### config.mk
export PLATFORM = sky130hd
export DESIGN_NAME = rprop_front
export DESIGN_NICKNAME = d
export VERILOG_FILES = /design/src/hdl/rprop_pkg.sv /design/src/hdl/rprop_front.sv
export SDC_FILE = /design/constraint.sdc
export NUM_CORES = 1
export LEC_CHECK = 0
export ABC_AREA = 1
export BUFFER_PORTS_ARGS = -buffer_cell sky130_fd_sc_hd__buf_2
export CORE_AREA = 3 3 112 114
export CTS_CLUSTER_SIZE = 25
export DETAILED_ROUTE_END_ITERATION = 16
export DIE_AREA = 0 0 115 117
export GPL_ROUTABILITY_DRIVEN = 0
export PLACE_DENSITY = 0.59
export REMOVE_ABC_BUFFERS = 1
export SLEW_MARGIN = 15
export SYNTH_ARGS = -nofsm -noshare
export SYNTH_HDL_FRONTEND = slang
export SYNTH_SLANG_ARGS = --single-unit
### constraint.sdc
create_clock -name clk -period 4.5 [get_ports clk]
set_input_delay 0.225 -clock clk [delete_from_list [all_inputs] [get_ports clk]]
set_output_delay 0.225 -clock clk [all_outputs]
set_load 0.02 [all_outputs]
### src/hdl/rprop_pkg.sv
package rprop_pkg;

    // Table size and field widths.
    localparam int WEIGHT_COUNT = 1024;
    localparam int INDEX_W      = 10;
    localparam int VALUE_W      = 32;
    localparam int STEP_W       = 31;
    localparam int ETA_W        = 16;
    localparam int ETA_FRAC     = 14;
    localparam int PBAND_W      = 40;
    localparam int PRODUCT_W    = 2 * VALUE_W;
    localparam int SCALED_W     = STEP_W + ETA_W;

    // Only indexes that the index field can reach need storage.
    localparam int MEM_DEPTH = (WEIGHT_COUNT < (1 << INDEX_W)) ? WEIGHT_COUNT : (1 << INDEX_W);
    localparam int ADDR_W    = (MEM_DEPTH > 1) ? $clog2(MEM_DEPTH) : 1;

    // Queue between the front and back parts.
    localparam int QPTR_W      = 2;
    localparam int QUEUE_DEPTH = 1 << QPTR_W;

    // Configuration port.
    localparam int CFG_INDEX_W = 3;
    localparam int CFG_DATA_W  = 40;

    typedef enum logic {
        OP_LOAD   = 1'b0,
        OP_UPDATE = 1'b1
    } opcode_t;

    typedef enum logic [1:0] {
        CASE_LOAD = 2'd0,
        CASE_SAME = 2'd1,
        CASE_FLIP = 2'd2,
        CASE_ZERO = 2'd3
    } sign_case_t;

    typedef enum logic [1:0] {
        GS_ZERO = 2'd0,
        GS_POS  = 2'd1,
        GS_NEG  = 2'd2
    } grad_sign_t;

    typedef enum logic [CFG_INDEX_W-1:0] {
        CFG_ETA_INCREASE      = 3'd0,
        CFG_ETA_DECREASE      = 3'd1,
        CFG_STEP_MIN          = 3'd2,
        CFG_STEP_MAX          = 3'd3,
        CFG_INITIAL_STEP      = 3'd4,
        CFG_GRAD_ZERO_BAND    = 3'd5,
        CFG_PRODUCT_ZERO_BAND = 3'd6
    } cfg_reg_t;

    typedef struct packed {
        logic [ETA_W-1:0]   eta_increase;
        logic [ETA_W-1:0]   eta_decrease;
        logic [STEP_W-1:0]  step_min;
        logic [STEP_W-1:0]  step_max;
        logic [STEP_W-1:0]  initial_step;
        logic [STEP_W-1:0]  grad_zero_band;
        logic [PBAND_W-1:0] product_zero_band;
    } cfg_t;

    localparam cfg_t CFG_RESET = '{
        eta_increase:      16'd19661,
        eta_decrease:      16'd8192,
        step_min:          31'd17,
        step_max:          31'd838860800,
        initial_step:      31'd1677722,
        grad_zero_band:    31'd1,
        product_zero_band: 40'd281475
    };

    // A classified request as it travels from the front part to the back part.
    typedef struct packed {
        opcode_t                     opcode;
        logic [INDEX_W-1:0]          index;
        logic signed [VALUE_W-1:0]   value;
        grad_sign_t                  gsign;
        logic                        in_range;
    } item_t;

endpackage

### src/hdl/rprop_front.sv
module rprop_front (
    input  logic                                 clk,
    input  logic                                 rst_n,
    input  rprop_pkg::cfg_t                      cfg,
    input  logic                                 item_valid,
    output logic                                 item_ready,
    input  logic                                 opcode,
    input  logic [rprop_pkg::INDEX_W-1:0]        weight_index,
    input  logic signed [rprop_pkg::VALUE_W-1:0] operand_value,
    output logic                                 push_valid,
    input  logic                                 push_ready,
    output rprop_pkg::item_t                     push_item
);
    import rprop_pkg::*;

    logic                 front_valid_reg;
    logic                 front_valid_next;
    item_t                front_item_reg;
    item_t                front_item_next;
    logic [VALUE_W-1:0]   grad_mag;
    logic                 accept;

    // A new request enters when the holding register is empty or draining.
    assign item_ready = !front_valid_reg || push_ready;
    assign accept     = item_valid && item_ready;

    // Classify the request: gradient sign with its zero band, and index range.
    assign grad_mag = operand_value[VALUE_W-1] ? VALUE_W'(-operand_value)
                                               : VALUE_W'(operand_value);

    always_comb
    begin
        front_item_next.opcode   = opcode_t'(opcode);
        front_item_next.index    = weight_index;
        front_item_next.value    = operand_value;
        front_item_next.in_range = int'(weight_index) < WEIGHT_COUNT;
        if (grad_mag < {1'b0, cfg.grad_zero_band})
        begin
            front_item_next.gsign = GS_ZERO;
        end
        else if (operand_value > 0)
        begin
            front_item_next.gsign = GS_POS;
        end
        else
        begin
            // Outside the band, a gradient that is not positive counts as negative.
            front_item_next.gsign = GS_NEG;
        end
    end

    always_comb
    begin
        front_valid_next = front_valid_reg;
        if (accept)
        begin
            front_valid_next = 1'b1;
        end
        else if (push_ready)
        begin
            front_valid_next = 1'b0;
        end
    end

    always_ff @(posedge clk or negedge rst_n)
    begin
        if (!rst_n)
        begin
            front_valid_reg <= 1'b0;
        end
        else
        begin
            front_valid_reg <= front_valid_next;
        end
    end

    always_ff @(posedge clk)
    begin
        if (accept)
        begin
            front_item_reg <= front_item_next;
        end
    end

    assign push_valid = front_valid_reg;
    assign push_item  = front_item_reg;

endmodule

==> key figures <==
Run status
  – Result of the run: complete, no violations

Power
  – Net load switching power: 345 uW
  – Total power per unit cell area: 287 mW/mm2
  – Net Sw Frac: 28.5%
  – Logic pwr share: 22.7%
  – Clk network pwr share: 35.6%
  – Peak VDD IR: 0.233 mV
  – Cell internal pwr: 867 uW
  – Lkg Pwr: 2.12 nW
  – Part of the power in registers: 41.7%

Setup path
  – CP max FO: 4
  – Depth of the most critical reg-to-reg path: 2
  – Worst path slowest cell: nor3_1
  – Worst r2r src: push_valid
  – CP startpoint: operand_value[0]
  – Worst EP required: 4650 ps
  – WP data arrival: 2780 ps
  – CP cell instances: buf_2, inv_1, ha_1, inv_1, nor3_2, nand4_2, nor2_4, nand4_1, nand3_1, nand2_1, ha_1, nand3_1, nor3_1, nand2_1, nor2_1, nand2_1, a21oi_1
  – Crit Path Class: in2reg
  – CP most frequent cell: nand2_1
  – Slowest stage delay, CP: 310 ps
  – Setup crit start kind: primary input
  – CP endpoint kind: flip-flop
  – R2R Path End: push_item[19]
  – Reg2Reg Setup Slack: 3020 ps

Timing
  – Total Neg Setup Slack: 0 ps
  – RSZ-0062 raised after global routing: no
  – Final Hold Fails: 0
  – Fin. max-slew vios: 0
  – Worst slew pin tran: 604 ps
  – Setup violations, final: 0
  – Worst relative slew slack: 59.7%
  – Worst Skew: 8.46 ps
  – Fin crit share: 58.4%
  – Highest clock rate: 380 MHz
  – Fin crit period: 2630 ps

Logic synthesis
  – Count leader, synth: nand2_1
  – Top_reg_cell synth: edfxtp_1
  – Sequential share of the synthesized area: 42.4%
  – Leading post-synthesis cells by cell area: edfxtp_1, ha_1, nand2_1
  – EDFF count, synth: 45
  – YS warnings: 0
  – Async SR Flop Fraction: 2.17%
  – Mapped cell area: 0.00325 mm2
  – Mapped Cells: 372
  – Seq cells post-synth: 46
  – Synth unique cells: 33
  – Commonest cells post-synth: nand2_1, inv_1, edfxtp_1
  – Mapped Avg Cell Area: 8.72 um2
  – Cell taking the most area after synthesis: edfxtp_1
  – Post-synth top area share: 41.6%

Worst hold path
  – Critical hold path startpoint: weight_index[2]
  – Worst Hold End: push_item[37]
  – Worst min-delay path class: in2reg
  – Hold Path Stages: 1

Finish
  – FF/Latch Area: 0.00138 mm2
  – Ant diodes: 0
  – Multi-input logic area: 0.00160 mm2
  – Layout Nets: 775
  – Fillers: 1238
  – Final Non-Filler Cells: 645
  – Layout cells sized above 1: 30.9%
  – Design Area, Final: 0.00422 mm2
  – P&R area growth vs syn: 30.0%

Clock network
  – TritonCTS clock tree: built
  – Sink Count: 46
  – CTS Buf Count: 5
  – Htree depth: 2
  – Root Driver: clkbuf_16
  – Longest Clk Path Bufs: 2
  – Clock latency at the later pin of the worst-skew pair: 300 ps
  – Post-cts sizing count: 0
  – Reg clk slew, reported paths: 70 ps
  – Postcts setup bufs: 0
  – Hold_buf cts: 1

Floorplanning
  – I/O pin count: 291
  – Core area: 0.0115 mm2
  – Die H: 117 um
  – # rows: 39
  – Die width: 115 um
  – Die area: 0.0135 mm2
  – Initial Util: 28.2%

Global routing
  – Largest net degree at the start of global routing: 46
  – Grt met1 use: 19.6%
  – GR Util met3: 6.94%
  – First-pass GRT wire length: 14200 um
  – Gr ovfl total: 0
  – Initial antenna violation count: 2
  – Vias in the first global route: 2814
  – Global-route track usage on met2: 19.1%
  – GR peak layer: met1
  – Gr usage total: 13.8%

Detailed routing
  – Drt wl/cell: 14.2 um
  – DRC: 0
  – Vias: 2843
  – Pre-Repair DR Iteration Count: 4
  – Initial DRC count: 115
  – Drt total wl: 9180 um
  – Antenna Nets Post-Route: 0
  – Drt via density: 4.41

Place
  – Dpl hpwl: 7530 um
  – Dpl cells: 636
  – PortBufs: 124
  – Placed Instance Area: 0.00404 mm2

Job
  – Max Cap Violations: 0
==> cell families after synthesis <==
logic type,Yosys count,share of synthesized area (%)
and+or+nand+nor,158,23.4
AOI/OAI and AO/OA,38,6.71
buffers and inverters,73,8.71
DFF,46,42.4
other,1,0.116
xor gates and xnor gates,25,6.75
adders and majority gates,31,12.0
==> power groups by stage <==
stage	registers [mW]	logic (mW)	clock network (mW)
after global routing	0.508	0.315	0.465
final	0.505	0.275	0.431
after floorplan	0.547	0.134	0
after global placement	0.514	0.269	0
after detailed placement	0.515	0.277	0
after CTS	0.506	0.279	0.449
==> worst max-delay path, delay by kind of cell <==
family / cells / cell delay, ps
AOI/OAI and AO/OA: 1 / 120
adders and majority gates: 2 / 480
buffers and inverters: 3 / 280
and+or+nand+nor: 11 / 1670
==> flip-flops by register name, indices dropped and copies added, names as in the netlist <==
name and cells:
push_item 45, push_valid 1
==> layout by cell type (no fill, tap or decap), types with 2 or more instances in the layout <==
cell type	count
edfxtp_1	45
xnor2_1	8
nor3_1	8
inv_1	68
buf_4	2
xor2_1	17
nand2_1	70
o21ai_1	4
nand3_1	11
buf_2	124
nand2_4	4
nor2_2	2
nor2_4	5
clkbuf_16	5
nor2_1	42
nand2_2	3
o21ai_2	2
a21oi_1	19
o21ai_0	6
ha_1	31
o211ai_1	2
nand4_1	7
==> worst max-delay path by stage <==
stage	to	slack, ps	depth (start not counted)
floorplan	push_item[10]	1320	1
global placement	push_item[1]	1620	17
detailed placement	push_item[1]	1560	17
CTS	push_item[1]	1860	17
global route	push_item[2]	1610	17
finish	push_item[1]	1870	17
==> final cells by class <==
type                    count  share of cell area (%)
clock buffers               6                    3.05
multi-input cells         253                    37.9
repair buffers            127                    15.3
inverters                  68                    6.05
well taps                 143                    4.24
flip-flops and latches     46                    32.6
clock inverters             2                   0.889
==> per-layer routing <==
| metal | routed length, um | vias to the layer above |
|---|---|---|
| met2 | 3630 | 117 |
| met3 | 1090 | 7 |
| met5 | 21 | - |
| li1 | - | 1462 |
| met1 | 4410 | 1253 |
| met4 | 35 | 4 |
==> per-stage QoR <==
stage	hold WS (ps)	util [%]	setup slack [ps]	power (mW)
final	99.5	36.6	1870	1.21
after detailed placement	1.64	35.1	1560	0.792
after global placement	0.853	35.1	1620	0.783
after CTS	87.5	36.6	1860	1.23
after global routing	87.7	36.6	1610	1.29
after floorplan	-70.6	-	1320	0.681
Power figures use the tool's default switching activity.
