## config.mk

```make
export PLATFORM = sky130hd
export DESIGN_NAME = rprop_queue
export DESIGN_NICKNAME = d
export VERILOG_FILES = /design/src/hdl/rprop_pkg.sv /design/src/hdl/rprop_queue.sv
export SDC_FILE = /design/constraint.sdc
export NUM_CORES = 1
export LEC_CHECK = 0
export BUFFER_PORTS_ARGS = -buffer_cell sky130_fd_sc_hd__buf_2
export CORE_MARGIN = 1.5
export CORE_UTILIZATION = 55
export DETAILED_ROUTE_END_ITERATION = 7
export PLACE_DENSITY = 0.86
export SLEW_MARGIN = 0
export SYNTH_ARGS = -nofsm -noshare
export SYNTH_HDL_FRONTEND = slang
export SYNTH_SLANG_ARGS = --single-unit
```

## constraint.sdc

```tcl
create_clock -name clk -period 2.5 [get_ports clk]
set_input_delay 0.5 -clock clk [delete_from_list [all_inputs] [get_ports clk]]
set_output_delay 0.5 -clock clk [all_outputs]
set_load 0.05 [all_outputs]
```

## src/hdl/rprop_pkg.sv

```systemverilog
package rprop_pkg;

    // Table size and field widths.
    localparam int WEIGHT_COUNT = 1024;
    localparam int INDEX_W      = 10;
    localparam int VALUE_W      = 32;
    localparam int STEP_W       = 31;
    localparam int ETA_W        = 16;
    localparam int ETA_FRAC     = 14;
    localparam int PBAND_W      = 40;
    localparam int PRODUCT_W    = 2 * VALUE_W;
    localparam int SCALED_W     = STEP_W + ETA_W;

    // Only indexes that the index field can reach need storage.
    localparam int MEM_DEPTH = (WEIGHT_COUNT < (1 << INDEX_W)) ? WEIGHT_COUNT : (1 << INDEX_W);
    localparam int ADDR_W    = (MEM_DEPTH > 1) ? $clog2(MEM_DEPTH) : 1;

    // Queue between the front and back parts.
    localparam int QPTR_W      = 2;
    localparam int QUEUE_DEPTH = 1 << QPTR_W;

    // Configuration port.
    localparam int CFG_INDEX_W = 3;
    localparam int CFG_DATA_W  = 40;

    typedef enum logic {
        OP_LOAD   = 1'b0,
        OP_UPDATE = 1'b1
    } opcode_t;

    typedef enum logic [1:0] {
        CASE_LOAD = 2'd0,
        CASE_SAME = 2'd1,
        CASE_FLIP = 2'd2,
        CASE_ZERO = 2'd3
    } sign_case_t;

    typedef enum logic [1:0] {
        GS_ZERO = 2'd0,
        GS_POS  = 2'd1,
        GS_NEG  = 2'd2
    } grad_sign_t;

    typedef enum logic [CFG_INDEX_W-1:0] {
        CFG_ETA_INCREASE      = 3'd0,
        CFG_ETA_DECREASE      = 3'd1,
        CFG_STEP_MIN          = 3'd2,
        CFG_STEP_MAX          = 3'd3,
        CFG_INITIAL_STEP      = 3'd4,
        CFG_GRAD_ZERO_BAND    = 3'd5,
        CFG_PRODUCT_ZERO_BAND = 3'd6
    } cfg_reg_t;

    typedef struct packed {
        logic [ETA_W-1:0]   eta_increase;
        logic [ETA_W-1:0]   eta_decrease;
        logic [STEP_W-1:0]  step_min;
        logic [STEP_W-1:0]  step_max;
        logic [STEP_W-1:0]  initial_step;
        logic [STEP_W-1:0]  grad_zero_band;
        logic [PBAND_W-1:0] product_zero_band;
    } cfg_t;

    localparam cfg_t CFG_RESET = '{
        eta_increase:      16'd19661,
        eta_decrease:      16'd8192,
        step_min:          31'd17,
        step_max:          31'd838860800,
        initial_step:      31'd1677722,
        grad_zero_band:    31'd1,
        product_zero_band: 40'd281475
    };

    // A classified request as it travels from the front part to the back part.
    typedef struct packed {
        opcode_t                     opcode;
        logic [INDEX_W-1:0]          index;
        logic signed [VALUE_W-1:0]   value;
        grad_sign_t                  gsign;
        logic                        in_range;
    } item_t;

endpackage

```

## src/hdl/rprop_queue.sv

```systemverilog
module rprop_queue (
    input  logic             clk,
    input  logic             rst_n,
    input  logic             push_valid,
    output logic             push_ready,
    input  rprop_pkg::item_t push_item,
    output logic             pop_valid,
    input  logic             pop_ready,
    output rprop_pkg::item_t pop_item
);
    import rprop_pkg::*;

    item_t               slot_reg [QUEUE_DEPTH];
    logic [QPTR_W-1:0]   wr_ptr_reg;
    logic [QPTR_W-1:0]   wr_ptr_next;
    logic [QPTR_W-1:0]   rd_ptr_reg;
    logic [QPTR_W-1:0]   rd_ptr_next;
    logic [QPTR_W:0]     count_reg;
    logic [QPTR_W:0]     count_next;
    logic                do_push;
    logic                do_pop;

    assign push_ready = count_reg != (QPTR_W+1)'(QUEUE_DEPTH);
    assign pop_valid  = count_reg != '0;
    assign pop_item   = slot_reg[rd_ptr_reg];
    assign do_push    = push_valid && push_ready;
    assign do_pop     = pop_valid && pop_ready;

    // Pointer and fill count bookkeeping.
    always_comb
    begin
        wr_ptr_next = do_push ? wr_ptr_reg + 1'b1 : wr_ptr_reg;
        rd_ptr_next = do_pop ? rd_ptr_reg + 1'b1 : rd_ptr_reg;
        count_next  = count_reg;
        if (do_push && !do_pop)
        begin
            count_next = count_reg + 1'b1;
        end
        else if (do_pop && !do_push)
        begin
            count_next = count_reg - 1'b1;
        end
    end

    always_ff @(posedge clk or negedge rst_n)
    begin
        if (!rst_n)
        begin
            wr_ptr_reg <= '0;
            rd_ptr_reg <= '0;
            count_reg  <= '0;
        end
        else
        begin
            wr_ptr_reg <= wr_ptr_next;
            rd_ptr_reg <= rd_ptr_next;
            count_reg  <= count_next;
        end
    end

    always_ff @(posedge clk)
    begin
        if (do_push)
        begin
            slot_reg[wr_ptr_reg] <= push_item;
        end
    end

endmodule

```

==> results.txt <==
TritonCTS built the clock tree. Portion of netlist area occupied by mux cells: 0.1503. The initial antenna violation count is 1, and the power per standard cell area is 1388 nW/um2. In this run the mean area of a mapped cell was 25.60 um2. The CTS buffer count is 17, and the placement row count is 41. Port buffering added 97 buffers. The relative contribution of the clock network to total power is 0.236, and the number of resized instances in the post-cts repair step is 0. The cell type with the largest total area after synthesis is edfxtp_1. The first-pass iteration count of the detailed router was 4; the total internal power was 7.355 mW. The worst-path maximum fanout was 25.

In the synthesized netlist the dominant register cell turns out to be edfxtp_1. The worst setup path is of the reg -> out kind. The tightest hold path in the finished design has a slack of 0.2823 ns.

The cell at the root of the clock tree was clkbuf_16. The tools report the standard cell core area as 12570 um2. The initial core utilization was 0.5602. The logs give 3370 for the number of global-route vias before repair and 331 for the number of nets in the synthesized netlist. In the final routed layout, each cell accounts on average for 20.34 um. The run gives 0.8097 as the sequential element share of the synthesized area. For this run, design rule violations remaining after detail routing come to 0. The path category of the worst min-delay check is in -> reg.

Number of flip-flops under the largest register name: 184. In the final design database the tool counted 449 nets. The distinct cell type count of the synthesized netlist was 19; the worst-case headroom to the max-slew limit was 0.6954. Derived from the worst setup path, the maximum achievable clock frequency is 414.7 MHz. The adder and majority gate portion of the synthesized area came out at 0.01173. The fraction of layout instances using a drive strength above 1 was 0.4754; the final global-route overflow total was 0. In this run the post-CTS setup repair buffer count came out at 0.

The compound-gate portion of the synthesized area was 0.001599; the boundary pin count was 98. Setup repair after global routing left no endpoint under its margin. The proportion of netlist area held by the largest area contributor was 0.7848; the synthesized area was 7041 um2. The total count of max-transition violations in the final report was 0; the clock sink count was 191. The total via count in the routed design was 3147; the clock-pin slew on the worst setup and hold paths was 0.07 ns.

Ranked by instance count, the synthesized netlist is headed by edfxtp_1, mux4_2, dfrtp_1. The final critical path time including I/O delays and setup was 2.412 ns. The total of flip-flops plus latches after synthesis was 191. Entering global routing, the biggest net connects 48 pins. The logs give 0 ns for the aggregate negative setup slack and 2.934 nW for the leakage component of the power.

The tools report the die area as 13490 um2. The flow ran to the end, and the final reports show no timing, DRC or antenna violations. The tools report the critical path endpoint category as an output pin. The number of warning messages in the yosys log was 0; the transition at the pin with the smallest max-transition slack was 0.4569 ns.

In this run, the number of DRC markers left after iteration 0 of detailed routing was 223. The signed area change from the synthesized netlist to the final layout came out at 20.26%. By area the synthesized netlist is led by edfxtp_1, mux4_2, dfrtp_1, ha_1, xnor2_1. At the end of routability-driven placement, the weighted congestion stood at 0.6729.

The number of cells in the finished layout apart from fillers is 579. Setup slack on the worst reg-to-reg path comes out at 0.25 ns. The share of the synthesized netlist area taken by xor and xnor gates came out at 0.007464. The design draws 11.75 mW. The synthesized design contains 184 enable-type register cells. The logs give 0 for the count of final setup violators and 0.009040 ns for the worst clock skew. Count of final hold-check violations: 0. For the cell area after layout, the log shows 8467 um2. The most frequently used cell type in the post-synthesis netlist is edfxtp_1. The overall routing resource usage was 0.1898; the final critical-path share of the clock period was 0.9646. The width of the chip was 116.1 um; the global-route wire length before repair was 17.93 mm.

CTS built an H-tree with a depth of 4. The run gives 0.43 ns as the clock latency of the later-clocked register in the worst-skew pair. The detail route stage leaves a number of antenna-violating nets equal to 0. The tools report the total wire length after detailed routing as 11.78 mm. The post-synthesis share of cell area spent on and, or, nand and nor gates is 0.007286, and the maximum buffer depth of the clock tree is 2. Across the run, the number of max-cap violations was 0. STA puts the critical path data arrival time at 1.91 ns.

The worst setup path is launched from a flop. Once placement finished, the instance area stood at 7836 um2. Using the TritonRoute via totals, the vias-per-cell ratio works out to 5.435. The die outline height was 116.1 um. The logs give 4.396 mW for the power dissipated by switching net loads and 0.377 for the power share of the sequential group. Fraction of registers with async set/reset: 0.03665. Data on the critical path is required at its endpoint by 2.00 ns. The gate count after technology mapping came out at 275.

Once placement completed, the tool counted placed cells totaling 545. By area, the combinational part of the netlist is dominated by multiplexers. Detailed placement ended at an HPWL of 7.167 mm.

VDD sags by at most 857.8 uV. The combinational fraction of design power was 0.387; the share of total power consumed by net switching was 0.3741.
[placed cells by master, fill, tap and decap left out, types with 3 or more instances in the layout]
master,instances
and2_2,4
buf_12,6
buf_2,97
buf_4,5
bufinv_16,4
clkbuf_16,17
clkinv_2,3
dfrtp_1,5
edfxtp_1,184
ha_1,5
inv_1,3
mux4_2,46
xnor2_1,4
[metrics by stage]
stage                     utilization  setup slack (ns)
after floorplan                     -            0.1846
after global placement         0.6235            0.4854
after detailed placement       0.6235            0.2716
after CTS                      0.6735           0.05419
after global routing           0.6735          0.009882
final                          0.6737           0.08845
[worst max-delay path, cell delays in order (launching register included)]
cell,delay (ns)
dfrtp_4,0.44
buf_12,0.23
mux4_2,0.56
buf_2,0.23
[cell type report]
class,count,area [um2]
Timing Repair Buffer,109,653.1
Sequential cell,191,5705
Inverter,3,11.26
Antenna cell,1,2.502
Clock inverter,15,192.7
Tap cell,172,215.2
Multi-Input combinational cell,71,1261
Fill cell,791,4101
Clock buffer,17,425.4
[layer usage]
layer | wire (um) | GRT usage | vias up
met2 | 6182 | 0.3141 | 97
met3 | 538 | 0.05034 | 11
li1 | - | - | 1400
met4 | 177 | 0.08293 | 0
met1 | 4879 | 0.2407 | 1639
met5 | 0 | 0 | -
[cell families (layout without fill, tap and decap cells)]
family,after synthesis,after routing
compound gates,1,1
xor+xnor,6,6
fa+ha+maj,6,6
buf+inv,13,144
flops,191,191
mux,48,48
other cells,0,1
simple gates,10,10
[power groups by stage]
stage / clock network (mW) / registers (mW) / logic [mW]
after floorplan: 0 / 4.44 / 3.58
after global placement: 0 / 4.44 / 4.56
after detailed placement: 0 / 4.50 / 4.60
after CTS: 2.83 / 4.43 / 4.63
after global routing: 2.94 / 4.48 / 4.83
final: 2.78 / 4.43 / 4.55
[worst paths after layout]
path / depth (start not counted) / end / from
worst max-delay path: 3 / pop_item[44] / rd_ptr_reg[0]$_DFFE_PN0P_
max in group asynchronous: 2 / rd_ptr_reg[0]$_DFFE_PN0P_ / rst_n
worst max register to register: 8 / count_reg[2]$_DFFE_PN0P_ / count_reg[1]$_DFFE_PN0P_
worst min-delay path: 1 / slot_reg[3][27]$_DFFE_PP_ / push_item[27]
min in group asynchronous: 2 / count_reg[0]$_DFFE_PN0P_ / rst_n
worst min register to register: 1 / count_reg[2]$_DFFE_PN0P_ / count_reg[2]$_DFFE_PN0P_
[timing repair]
| item | in CTS | in global routing |
|---|---|---|
| setup endpoints to repair | 0 | 0 |
| hold endpoints to repair | 7 | 0 |
| hold buffers | 1 | 0 |
Power figures use the tool's default switching activity.
